$ cat config.mk
export PLATFORM = sky130hd
export DESIGN_NAME = emg_time_domain_features
export DESIGN_NICKNAME = d
export VERILOG_FILES = /design/src/rtl/emg_tdf_pkg.sv /design/src/rtl/emg_tdf_div.sv /design/src/rtl/emg_tdf_isqrt.sv /design/src/rtl/emg_tdf_datapath.sv /design/src/rtl/emg_tdf_ctrl.sv /design/src/rtl/emg_time_domain_features.sv
export SDC_FILE = /design/constraint.sdc
export NUM_CORES = 2
export LEC_CHECK = 0
export ABC_CLOCK_PERIOD_IN_PS = 15900
export BUFFER_PORTS_ARGS = -buffer_cell sky130_fd_sc_hd__buf_2
export CAP_MARGIN = 10
export CORE_AREA = 3 3 285 287
export DETAILED_ROUTE_END_ITERATION = 8
export DIE_AREA = 0 0 288 290
export GPL_TIMING_DRIVEN = 0
export PLACE_DENSITY = 0.82
export SKIP_CTS_REPAIR_TIMING = 1
export SYNTH_ARGS = -nofsm -noshare
export SYNTH_HDL_FRONTEND = slang
export SYNTH_SLANG_ARGS = --single-unit
$ cat constraint.sdc
create_clock -name clk_i -period 15.9 [get_ports clk_i]
set_clock_uncertainty 0.1 [all_clocks]
set_input_delay 2.385 -clock clk_i [delete_from_list [all_inputs] [get_ports clk_i]]
set_output_delay 2.385 -clock clk_i [all_outputs]
set_load 0.02 [all_outputs]
$ cat src/rtl/emg_tdf_pkg.sv
// Package for the EMG time-domain feature extractor.
// Holds the request item types and the controller/datapath command and status groups.
// No dependencies.
`default_nettype none

package emg_tdf_pkg;

  localparam int unsigned SampleW = 24;
  localparam int unsigned MeanW   = 24;
  localparam int unsigned WaveW   = 34;
  localparam int unsigned CountW  = 10;
  localparam int unsigned RmsW    = 24;
  localparam int unsigned TotalW  = 11;

  typedef struct packed {
    logic signed [SampleW-1:0] sample;
    logic                      last_sample;
  } in_item_t;

  typedef struct packed {
    logic [MeanW-1:0]  mean_abs;
    logic [WaveW-1:0]  wave_length;
    logic [CountW-1:0] zero_crossings;
    logic [CountW-1:0] slope_changes;
    logic [RmsW-1:0]   root_mean_square;
    logic [TotalW-1:0] sample_total;
    logic              overlong;
  } out_item_t;

  typedef struct packed {
    logic load;
    logic div_start;
    logic div_sel_square;
    logic mean_capture;
    logic sqrt_start;
    logic out_load;
  } dp_cmd_t;

  typedef struct packed {
    logic window_done;
    logic div_done;
    logic sqrt_done;
  } dp_status_t;

endpackage

`default_nettype wire

$ cat src/rtl/emg_tdf_div.sv
// Serial restoring divider: one quotient bit per cycle.
// Used by the datapath for the window means; no package dependency.
`default_nettype none

module emg_tdf_div #(
  parameter int unsigned NumW = 59,
  parameter int unsigned DenW = 11
) (
  input  wire logic            clk_i,
  input  wire logic            rst_ni,
  input  wire logic            start_i,
  input  wire logic [NumW-1:0] dividend_i,
  input  wire logic [DenW-1:0] divisor_i,
  output logic      [NumW-1:0] quotient_o,
  output logic                 done_o
);

  localparam int unsigned StepW = $clog2(NumW + 1);

  logic             busy_q, busy_d;
  logic             done_q, done_d;
  logic [StepW-1:0] step_q, step_d;
  logic [NumW-1:0]  work_q, work_d;
  logic [DenW-1:0]  rem_q, rem_d;
  logic [DenW-1:0]  den_q, den_d;
  logic [DenW:0]    rem_sh;
  logic [DenW:0]    rem_sub;
  logic             ge;

  assign rem_sh  = {rem_q, work_q[NumW-1]};
  assign ge      = rem_sh >= {1'b0, den_q};
  assign rem_sub = rem_sh - {1'b0, den_q};

  always_comb begin
    busy_d = busy_q;
    step_d = step_q;
    work_d = work_q;
    rem_d  = rem_q;
    den_d  = den_q;
    done_d = 1'b0;
    if (start_i) begin
      busy_d = 1'b1;
      step_d = StepW'(NumW);
      work_d = dividend_i;
      rem_d  = '0;
      den_d  = divisor_i;
    end else if (busy_q) begin
      work_d = {work_q[NumW-2:0], ge};
      rem_d  = ge ? rem_sub[DenW-1:0] : rem_sh[DenW-1:0];
      step_d = step_q - StepW'(1);
      if (step_q == StepW'(1)) begin
        busy_d = 1'b0;
        done_d = 1'b1;
      end
    end
  end

  always_ff @(posedge clk_i or negedge rst_ni) begin
    if (!rst_ni) begin
      busy_q <= 1'b0;
      done_q <= 1'b0;
      step_q <= '0;
    end else begin
      busy_q <= busy_d;
      done_q <= done_d;
      step_q <= step_d;
    end
  end

  always_ff @(posedge clk_i) begin
    work_q <= work_d;
    rem_q  <= rem_d;
    den_q  <= den_d;
  end

  assign quotient_o = work_q;
  assign done_o     = done_q;

endmodule

`default_nettype wire

$ cat src/rtl/emg_tdf_isqrt.sv
// Serial integer square root, one root bit per cycle (digit by digit).
// Used by the datapath for the RMS feature; no package dependency.
`default_nettype none

module emg_tdf_isqrt #(
  parameter int unsigned RootW = 24
) (
  input  wire logic               clk_i,
  input  wire logic               rst_ni,
  input  wire logic               start_i,
  input  wire logic [2*RootW-1:0] value_i,
  output logic      [RootW-1:0]   root_o,
  output logic                    done_o
);

  localparam int unsigned StepW = $clog2(RootW + 1);

  logic               busy_q, busy_d;
  logic               done_q, done_d;
  logic [StepW-1:0]   step_q, step_d;
  logic [2*RootW-1:0] val_q, val_d;
  logic [RootW:0]     rem_q, rem_d;
  logic [RootW-1:0]   root_q, root_d;
  logic [RootW+2:0]   rem_sh;
  logic [RootW+2:0]   trial;
  logic [RootW+2:0]   rem_sub;
  logic               ge;

  assign rem_sh  = {rem_q, val_q[2*RootW-1:2*RootW-2]};
  assign trial   = {1'b0, root_q, 2'b01};
  assign ge      = rem_sh >= trial;
  assign rem_sub = rem_sh - trial;

  always_comb begin
    busy_d = busy_q;
    step_d = step_q;
    val_d  = val_q;
    rem_d  = rem_q;
    root_d = root_q;
    done_d = 1'b0;
    if (start_i) begin
      busy_d = 1'b1;
      step_d = StepW'(RootW);
      val_d  = value_i;
      rem_d  = '0;
      root_d = '0;
    end else if (busy_q) begin
      val_d  = {val_q[2*RootW-3:0], 2'b00};
      rem_d  = ge ? rem_sub[RootW:0] : rem_sh[RootW:0];
      root_d = {root_q[RootW-2:0], ge};
      step_d = step_q - StepW'(1);
      if (step_q == StepW'(1)) begin
        busy_d = 1'b0;
        done_d = 1'b1;
      end
    end
  end

  always_ff @(posedge clk_i or negedge rst_ni) begin
    if (!rst_ni) begin
      busy_q <= 1'b0;
      done_q <= 1'b0;
      step_q <= '0;
    end else begin
      busy_q <= busy_d;
      done_q <= done_d;
      step_q <= step_d;
    end
  end

  always_ff @(posedge clk_i) begin
    val_q  <= val_d;
    rem_q  <= rem_d;
    root_q <= root_d;
  end

  assign root_o = root_q;
  assign done_o = done_q;

endmodule

`default_nettype wire

$ cat src/rtl/emg_tdf_datapath.sv
// Datapath: three-stage accumulation pipeline, shared divider, square root and result register.
// Depends on emg_tdf_pkg, emg_tdf_div and emg_tdf_isqrt.
`default_nettype none

module emg_tdf_datapath #(
  parameter int unsigned WINDOW_MAX  = 1024,
  parameter int unsigned SAMPLE_BITS = 24
) (
  input  wire logic                   clk_i,
  input  wire logic                   rst_ni,
  input  wire emg_tdf_pkg::dp_cmd_t   cmd_i,
  output emg_tdf_pkg::dp_status_t     status_o,
  input  wire emg_tdf_pkg::in_item_t  in_data_i,
  output emg_tdf_pkg::out_item_t      out_data_o
);

  import emg_tdf_pkg::*;

  localparam int unsigned SB = SAMPLE_BITS;
  localparam int unsigned CW = $clog2(WINDOW_MAX + 1);
  localparam int unsigned SW = SB + 1;
  localparam int unsigned AW = SB + CW;
  localparam int unsigned DW = SB + 1 + CW;
  localparam int unsigned PW = 2 * SB;
  localparam int unsigned QW = 2 * SB + CW;

  logic signed [SB-1:0] x_s;
  logic [SB-1:0]        ax_s;

  logic                 v1_q, last1_q;
  logic signed [SB-1:0] x1_q;
  logic [SB-1:0]        ax1_q;

  logic                 v2_q, last2_q, last3_q;
  logic [PW-1:0]        sq2_q;
  logic [SW-1:0]        dsl2_q;

  logic [CW-1:0]        cnt_q;
  logic signed [SB-1:0] prev_q;
  logic signed [SW-1:0] pslope_q;
  logic [AW-1:0]        abs_acc_q;
  logic [DW-1:0]        diff_acc_q;
  logic [QW-1:0]        sq_acc_q;
  logic [CW-1:0]        zc_q;
  logic [CW-1:0]        sc_q;
  logic                 ovf_q;

  logic                 take_s;
  logic signed [SW-1:0] slope_s;
  logic [SW-1:0]        aslope_s;
  logic [PW-1:0]        prod_s;
  logic                 x_pos, x_neg, p_pos, p_neg;
  logic                 s_pos, s_neg, ps_pos, ps_neg;
  logic                 cross_s, turn_s;

  logic [QW-1:0]        dividend_s;
  logic [QW-1:0]        quot_s;
  logic                 div_done_s;
  logic [SB-1:0]        root_s;
  logic                 sqrt_done_s;
  logic [SB-1:0]        mean_q;
  out_item_t            out_q;

  assign x_s  = in_data_i.sample[SB-1:0];
  assign ax_s = x_s[SB-1] ? (~x_s + SB'(1)) : x_s;

  assign take_s   = v1_q && (cnt_q < CW'(WINDOW_MAX));
  assign slope_s  = {x1_q[SB-1], x1_q} - {prev_q[SB-1], prev_q};
  assign aslope_s = slope_s[SW-1] ? (~slope_s + SW'(1)) : slope_s;
  assign prod_s   = PW'(ax1_q) * PW'(ax1_q);

  assign x_neg   = x1_q[SB-1];
  assign x_pos   = !x1_q[SB-1] && (x1_q != '0);
  assign p_neg   = prev_q[SB-1];
  assign p_pos   = !prev_q[SB-1] && (prev_q != '0);
  assign s_neg   = slope_s[SW-1];
  assign s_pos   = !slope_s[SW-1] && (slope_s != '0);
  assign ps_neg  = pslope_q[SW-1];
  assign ps_pos  = !pslope_q[SW-1] && (pslope_q != '0);
  assign cross_s = (x_pos && p_neg) || (x_neg && p_pos);
  assign turn_s  = (s_pos && ps_neg) || (s_neg && ps_pos);

  always_ff @(posedge clk_i or negedge rst_ni) begin
    if (!rst_ni) begin
      v1_q    <= 1'b0;
      last1_q <= 1'b0;
      v2_q    <= 1'b0;
      last2_q <= 1'b0;
      last3_q <= 1'b0;
    end else begin
      v1_q    <= cmd_i.load;
      last1_q <= cmd_i.load && in_data_i.last_sample;
      v2_q    <= take_s;
      last2_q <= v1_q && last1_q;
      last3_q <= last2_q;
    end
  end

  always_ff @(posedge clk_i) begin
    if (cmd_i.load) begin
      x1_q  <= x_s;
      ax1_q <= ax_s;
    end
    if (take_s) begin
      sq2_q  <= prod_s;
      dsl2_q <= (cnt_q != '0) ? aslope_s : '0;
    end
  end

  always_ff @(posedge clk_i or negedge rst_ni) begin
    if (!rst_ni) begin
      cnt_q      <= '0;
      prev_q     <= '0;
      pslope_q   <= '0;
      abs_acc_q  <= '0;
      diff_acc_q <= '0;
      sq_acc_q   <= '0;
      zc_q       <= '0;
      sc_q       <= '0;
      ovf_q      <= 1'b0;
    end else if (cmd_i.out_load) begin
      cnt_q      <= '0;
      prev_q     <= '0;
      pslope_q   <= '0;
      abs_acc_q  <= '0;
      diff_acc_q <= '0;
      sq_acc_q   <= '0;
      zc_q       <= '0;
      sc_q       <= '0;
      ovf_q      <= 1'b0;
    end else begin
      if (v1_q && !take_s) begin
        ovf_q <= 1'b1;
      end
      if (take_s) begin
        abs_acc_q <= abs_acc_q + AW'(ax1_q);
        prev_q    <= x1_q;
        cnt_q     <= cnt_q + CW'(1);
        if (cnt_q != '0) begin
          pslope_q <= slope_s;
          if (cross_s) begin
            zc_q <= zc_q + CW'(1);
          end
          if ((cnt_q != CW'(1)) && turn_s) begin
            sc_q <= sc_q + CW'(1);
          end
        end
      end
      if (v2_q) begin
        sq_acc_q   <= sq_acc_q + QW'(sq2_q);
        diff_acc_q <= diff_acc_q + DW'(dsl2_q);
      end
    end
  end

  assign dividend_s = cmd_i.div_sel_square ? sq_acc_q : QW'(abs_acc_q);

  emg_tdf_div #(
    .NumW (QW),
    .DenW (CW)
  ) u_div (
    .clk_i      (clk_i),
    .rst_ni     (rst_ni),
    .start_i    (cmd_i.div_start),
    .dividend_i (dividend_s),
    .divisor_i  (cnt_q),
    .quotient_o (quot_s),
    .done_o     (div_done_s)
  );

  emg_tdf_isqrt #(
    .RootW (SB)
  ) u_isqrt (
    .clk_i   (clk_i),
    .rst_ni  (rst_ni),
    .start_i (cmd_i.sqrt_start),
    .value_i (quot_s[PW-1:0]),
    .root_o  (root_s),
    .done_o  (sqrt_done_s)
  );

  always_ff @(posedge clk_i) begin
    if (cmd_i.mean_capture) begin
      mean_q <= quot_s[SB-1:0];
    end
    if (cmd_i.out_load) begin
      out_q.mean_abs         <= MeanW'(mean_q);
      out_q.wave_length      <= WaveW'(diff_acc_q);
      out_q.zero_crossings   <= CountW'(zc_q);
      out_q.slope_changes    <= CountW'(sc_q);
      out_q.root_mean_square <= RmsW'(root_s);
      out_q.sample_total     <= TotalW'(cnt_q);
      out_q.overlong         <= ovf_q;
    end
  end

  assign out_data_o           = out_q;
  assign status_o.window_done = last3_q;
  assign status_o.div_done    = div_done_s;
  assign status_o.sqrt_done   = sqrt_done_s;

endmodule

`default_nettype wire

$ cat src/rtl/emg_tdf_ctrl.sv
// Controller: sequences sample intake, the closing divides and square root, and the result hand-off.
// Depends on emg_tdf_pkg.
`default_nettype none

module emg_tdf_ctrl (
  input  wire logic                    clk_i,
  input  wire logic                    rst_ni,
  input  wire logic                    in_valid_i,
  input  wire logic                    in_last_i,
  output logic                         in_stall_o,
  output logic                         out_valid_o,
  input  wire logic                    out_stall_i,
  output emg_tdf_pkg::dp_cmd_t         cmd_o,
  input  wire emg_tdf_pkg::dp_status_t status_i
);

  import emg_tdf_pkg::*;

  localparam logic [3:0] StRun    = 4'd0;
  localparam logic [3:0] StDrain  = 4'd1;
  localparam logic [3:0] StDivAGo = 4'd2;
  localparam logic [3:0] StDivA   = 4'd3;
  localparam logic [3:0] StDivSGo = 4'd4;
  localparam logic [3:0] StDivS   = 4'd5;
  localparam logic [3:0] StSqrtGo = 4'd6;
  localparam logic [3:0] StSqrt   = 4'd7;
  localparam logic [3:0] StDone   = 4'd8;

  logic [3:0] state_q, state_d;
  logic       out_valid_q, out_valid_d;
  logic       out_free;

  assign out_free = !out_valid_q || !out_stall_i;

  always_comb begin
    state_d = state_q;
    cmd_o   = '0;
    case (state_q)
      StRun: begin
        if (in_valid_i) begin
          cmd_o.load = 1'b1;
          if (in_last_i) begin
            state_d = StDrain;
          end
        end
      end
      StDrain: begin
        if (status_i.window_done) begin
          state_d = StDivAGo;
        end
      end
      StDivAGo: begin
        cmd_o.div_start = 1'b1;
        state_d         = StDivA;
      end
      StDivA: begin
        if (status_i.div_done) begin
          cmd_o.mean_capture = 1'b1;
          state_d            = StDivSGo;
        end
      end
      StDivSGo: begin
        cmd_o.div_start      = 1'b1;
        cmd_o.div_sel_square = 1'b1;
        state_d              = StDivS;
      end
      StDivS: begin
        if (status_i.div_done) begin
          state_d = StSqrtGo;
        end
      end
      StSqrtGo: begin
        cmd_o.sqrt_start = 1'b1;
        state_d          = StSqrt;
      end
      StSqrt: begin
        if (status_i.sqrt_done) begin
          state_d = StDone;
        end
      end
      StDone: begin
        if (out_free) begin
          cmd_o.out_load = 1'b1;
          state_d        = StRun;
        end
      end
      default: begin
        state_d = StRun;
      end
    endcase
  end

  always_comb begin
    if (cmd_o.out_load) begin
      out_valid_d = 1'b1;
    end else begin
      out_valid_d = out_valid_q && out_stall_i;
    end
  end

  always_ff @(posedge clk_i or negedge rst_ni) begin
    if (!rst_ni) begin
      state_q     <= StRun;
      out_valid_q <= 1'b0;
    end else begin
      state_q     <= state_d;
      out_valid_q <= out_valid_d;
    end
  end

  assign in_stall_o  = (state_q != StRun);
  assign out_valid_o = out_valid_q;

endmodule

`default_nettype wire

$ cat src/rtl/emg_time_domain_features.sv
// Top level of the EMG time-domain feature extractor (MAV, WL, ZC, SSC, RMS).
// Depends on emg_tdf_pkg, emg_tdf_ctrl and emg_tdf_datapath.
//
//   Channel  Direction  Handshake                Payload
//   in       request    in_valid_i / in_stall_o   in_data_i  (emg_tdf_pkg::in_item_t)
//   out      result     out_valid_o / out_stall_i out_data_o (emg_tdf_pkg::out_item_t)
//
// Samples inside a window are taken one per cycle.
// The last sample closes the window: two divides of 2*SAMPLE_BITS+CW quotient bits each on the
// shared serial divider (CW = clog2(WINDOW_MAX+1)), then a SAMPLE_BITS-bit square root, plus
// pipeline drain, start-up and hand-off; no input is taken meanwhile.
// A result still held in the output register delays the hand-off until it is taken.
// A finished result waits in the output register while the next window is taken.
// Reset clears all window state at once; no clearing pass follows it.
`default_nettype none

module emg_time_domain_features #(
  parameter int unsigned WINDOW_MAX  = 1024,
  parameter int unsigned SAMPLE_BITS = 24
) (
  input  wire logic                   clk_i,
  input  wire logic                   rst_ni,
  input  wire logic                   in_valid_i,
  output logic                        in_stall_o,
  input  wire emg_tdf_pkg::in_item_t  in_data_i,
  output logic                        out_valid_o,
  input  wire logic                   out_stall_i,
  output emg_tdf_pkg::out_item_t      out_data_o
);

  import emg_tdf_pkg::*;

  dp_cmd_t    cmd;
  dp_status_t status;

  emg_tdf_ctrl u_ctrl (
    .clk_i       (clk_i),
    .rst_ni      (rst_ni),
    .in_valid_i  (in_valid_i),
    .in_last_i   (in_data_i.last_sample),
    .in_stall_o  (in_stall_o),
    .out_valid_o (out_valid_o),
    .out_stall_i (out_stall_i),
    .cmd_o       (cmd),
    .status_i    (status)
  );

  emg_tdf_datapath #(
    .WINDOW_MAX  (WINDOW_MAX),
    .SAMPLE_BITS (SAMPLE_BITS)
  ) u_datapath (
    .clk_i      (clk_i),
    .rst_ni     (rst_ni),
    .cmd_i      (cmd),
    .status_o   (status),
    .in_data_i  (in_data_i),
    .out_data_o (out_data_o)
  );

endmodule

`default_nettype wire

==> flow_summary.yaml <==
sta:
  tightest_slew_ps: 1229
  rsz0062_at_grt: "no"
  hold_viol: 0
  max_freq_mhz: 105.5
  slew_headroom: 0.1754
  drv_slew: 0
  period_share: 0.5961
  finalSetupViolCount: 0
  fin_tns_setup_ps: 0
  period_minus_slack_ps: 9478
placement:
  gp_congestion: 0.9859
  dp_hpwl_mm: 103.9
  io_buffers: 144
cells_and_area:
  multi_input_area_um2: 29270
  drive_gt1_frac: 0.06276
  num-fill-cells: 5771
  layout_common_cells: "743 x inv_1, 592 x nand2_1, 437 x fa_1"
  nets: 6182
  area_delta_synth_final_pct: 9.282
  final_common_cell: "inv_1"
  regArea_um2: 18320
grt:
  grt_first_pass_wirelength_mm: 213.6
  grt_max_degree: 113
  grt_pass1_vias: 39260
  antenna_found_initial: 2
  gr-usage-all-layers: 0.3262
  gr-total-overflow: 0
yosys:
  syn_nets: 5954
  netlist_area_um2: 51170
  synthDistinctLibCells: 99
  ys.flop_type: "edfxtp_1"
  synth_edf_count: 375
  seq_area_frac_synth: 0.3580
  syn_avg_cell_area_um2: 9.947
  ys_ff_latch: 669
  yosysWarnings: 0
  async_flop_share: 0.3498
  syn_inst: 5144
routing:
  vias: 39070
  drc: 0
  drtAntennaViolNets: 0
  wl_per_cell_um: 20.84
  detail_route.iter0.violations: 3370
  vias_per_cell: 6.026
  drt-total-wl_mm: 135.1
  drt_first_pass_iters: 8
clock_tree:
  cts_sinks: 669
  cts_tree: "yes"
  cts_max_level: 3
  cts_buffer_depth: 3
  clk_latency_ps: 650
  clk_pin_slew_worst_paths_ps: 60
  numCtsBuffers: 73
  cts-root-buf: "clkbuf_16"
die:
  die_y_um: 290
  die-area_um2: 83520
  placementRows: 103
  start_util: 0.6488
  top_level_ports: 145
  design.core.area_um2: 78870
  die_w_um: 288
setup_path:
  cp_common_cell: "fa_1"
  cp_top_family: "adder cells"
  slowest_delay_ps: 770
  critPathLaunchType: "flop"
  critPathKind: "flop to flop"
  cp-end-kind: "flop"
  r2r_cells: 25
  critical_path_depth: 25
  crit_required_ps: 16180
  path_buf_inv: 6
  crit_path_max_fanout: 10
  critical_path_arrival_ps: 9760
  crit_slowest_cell: "edfxtp_1"
min_path:
  hold_depth: 0
  min_path_type: "flop to flop"
job:
  cap_violations: 0
status:
  status: "complete, no violations"
==> per-layer routing <==
| layer | wire, µm | share of wire | track usage | up-vias |
|---|---|---|---|---|
| met5 | 78 | 0.00058 | 0 | - |
| met4 | 6853 | 0.051 | 0.1400 | 2 |
| met3 | 12620 | 0.093 | 0.07023 | 424 |
| met2 | 63190 | 0.47 | 0.5284 | 1838 |
| met1 | 52360 | 0.39 | 0.4263 | 19040 |
| li1 | - | - | - | 17770 |
==> cells in the mapped netlist, types with 9 or more instances <==
| library cell | n | area share |
|---|---|---|
| a211o_1 | 11 | 0.0019 |
| a211oi_1 | 54 | 0.0079 |
| a21boi_0 | 13 | 0.0019 |
| a21o_1 | 98 | 0.014 |
| a21oi_1 | 264 | 0.026 |
| a22o_1 | 38 | 0.0065 |
| a31oi_1 | 36 | 0.0044 |
| and2_1 | 138 | 0.017 |
| and3_1 | 51 | 0.0062 |
| and4_1 | 9 | 0.0015 |
| buf_1 | 21 | 0.0015 |
| clkbuf_1 | 155 | 0.011 |
| dfrtp_1 | 234 | 0.11 |
| dfxtp_1 | 60 | 0.023 |
| edfxtp_1 | 375 | 0.22 |
| fa_1 | 437 | 0.17 |
| ha_1 | 344 | 0.084 |
| inv_1 | 743 | 0.055 |
| mux2i_1 | 119 | 0.023 |
| nand2_1 | 593 | 0.044 |
| nand2b_1 | 37 | 0.0045 |
| nand3_1 | 86 | 0.0084 |
| nand4_1 | 27 | 0.0033 |
| nor2_1 | 310 | 0.023 |
| nor2b_1 | 38 | 0.0046 |
| nor3_1 | 64 | 0.0063 |
| nor3b_1 | 15 | 0.0022 |
| nor4_1 | 30 | 0.0037 |
| nor4b_1 | 22 | 0.0038 |
| o211ai_1 | 10 | 0.0015 |
| o21a_1 | 35 | 0.0051 |
| o21ai_0 | 191 | 0.019 |
| o21bai_1 | 16 | 0.0023 |
| o31a_1 | 11 | 0.0019 |
| o31ai_1 | 19 | 0.0028 |
| or2_2 | 16 | 0.0020 |
| or3_1 | 41 | 0.0050 |
| xnor2_1 | 150 | 0.026 |
| xor2_1 | 66 | 0.011 |
==> path summary, 6_finish.rpt <==
check                                    startpoint                 endpoint  slack (ps)
worst min register to register   u_datapath.last2_q       u_datapath.last3_q         260
min in group asynchronous                    rst_ni    u_datapath.prev_q[16]        1480
worst min-delay path             u_datapath.last2_q       u_datapath.last3_q         260
worst max register to register  u_datapath.ax1_q[0]     u_datapath.sq2_q[47]        6420
worst max-delay path            u_datapath.ax1_q[0]     u_datapath.sq2_q[47]        6420
max in group asynchronous                    rst_ni  u_datapath.sq_acc_q[17]       12830
==> kinds of logic (layout without fill, tap and decap cells) <==
family | Yosys count | count (layout) | share of synthesized area
and+or+nand+nor | 1516 | 1516 | 0.1414
buffers and inverters | 936 | 1225 | 0.07023
AOI/OAI and AO/OA | 904 | 904 | 0.1143
adders and majority gates | 781 | 781 | 0.2551
DFF | 669 | 669 | 0.3580
xor gates and xnor gates | 216 | 216 | 0.03697
muxes | 122 | 122 | 0.02394
other | 0 | 1 | 0
==> per-stage QoR <==
step,hold slack [ps],util,area (µm²),worst slack (ps),instances
6_report,263.2,0.7090,55920,6422,6484
5_1_grt,272.6,0.7089,55910,5831,6483
4_1_cts,265.3,0.7089,55910,6383,6483
3_5_place_dp,243.3,0.6774,53430,6408,6347
3_3_place_gp,237.5,0.6746,53200,5716,6338
2_1_floorplan,231.2,-,51170,8240,5144
==> cell type report <==
cell class	count	area share
well taps	1050	0.02349
repair buffers	153	0.01651
diodes	1	0.00004475
inverters	743	0.04988
clock buffers	105	0.03685
multi-input cells	3539	0.5235
clock inverters	31	0.007585
plain buffers	193	0.01452
flip-flops and latches	669	0.3276
==> registers in the layout (all words and copies together) (netlist names), 4 cells and up <==
signal	count
u_ctrl.state_q	4
u_datapath.abs_acc_q	35
u_datapath.ax1_q	24
u_datapath.cnt_q	11
u_datapath.diff_acc_q	34
u_datapath.dsl2_q	25
u_datapath.mean_q	24
u_datapath.out_data_o	114
u_datapath.prev_q	24
u_datapath.pslope_q	25
u_datapath.sc_q	10
u_datapath.sq2_q	47
u_datapath.sq_acc_q	59
u_datapath.u_div.den_q	11
u_datapath.u_div.quotient_o	59
u_datapath.u_div.rem_q	11
u_datapath.u_div.step_q	6
u_datapath.u_isqrt.rem_q	25
u_datapath.u_isqrt.root_o	24
u_datapath.u_isqrt.step_q	5
u_datapath.u_isqrt.val_q	48
u_datapath.x1_q	23
u_datapath.zc_q	10
==> worst reg2reg max path: stages, from the launching register on <==
cell       delay, ps
edfxtp_1         770
clkbuf_1         720
inv_1            460
nor2_1           410
fa_1             490
fa_1             480
inv_1             50
fa_1             490
inv_1             50
ha_1             200
fa_1             530
inv_1             40
fa_1             480
fa_1             540
inv_1             40
ha_1             350
a21oi_1          140
o21ai_0          140
a2111oi_0        390
nor2_1           210
a2111oi_0        750
nor2_1           170
a22o_1           340
o21ai_1          280
a31oi_1          200
a311o_1          400
Power is not shown: default switching activity piles up to over one toggle a cycle in this logic, so the estimate is an artifact.
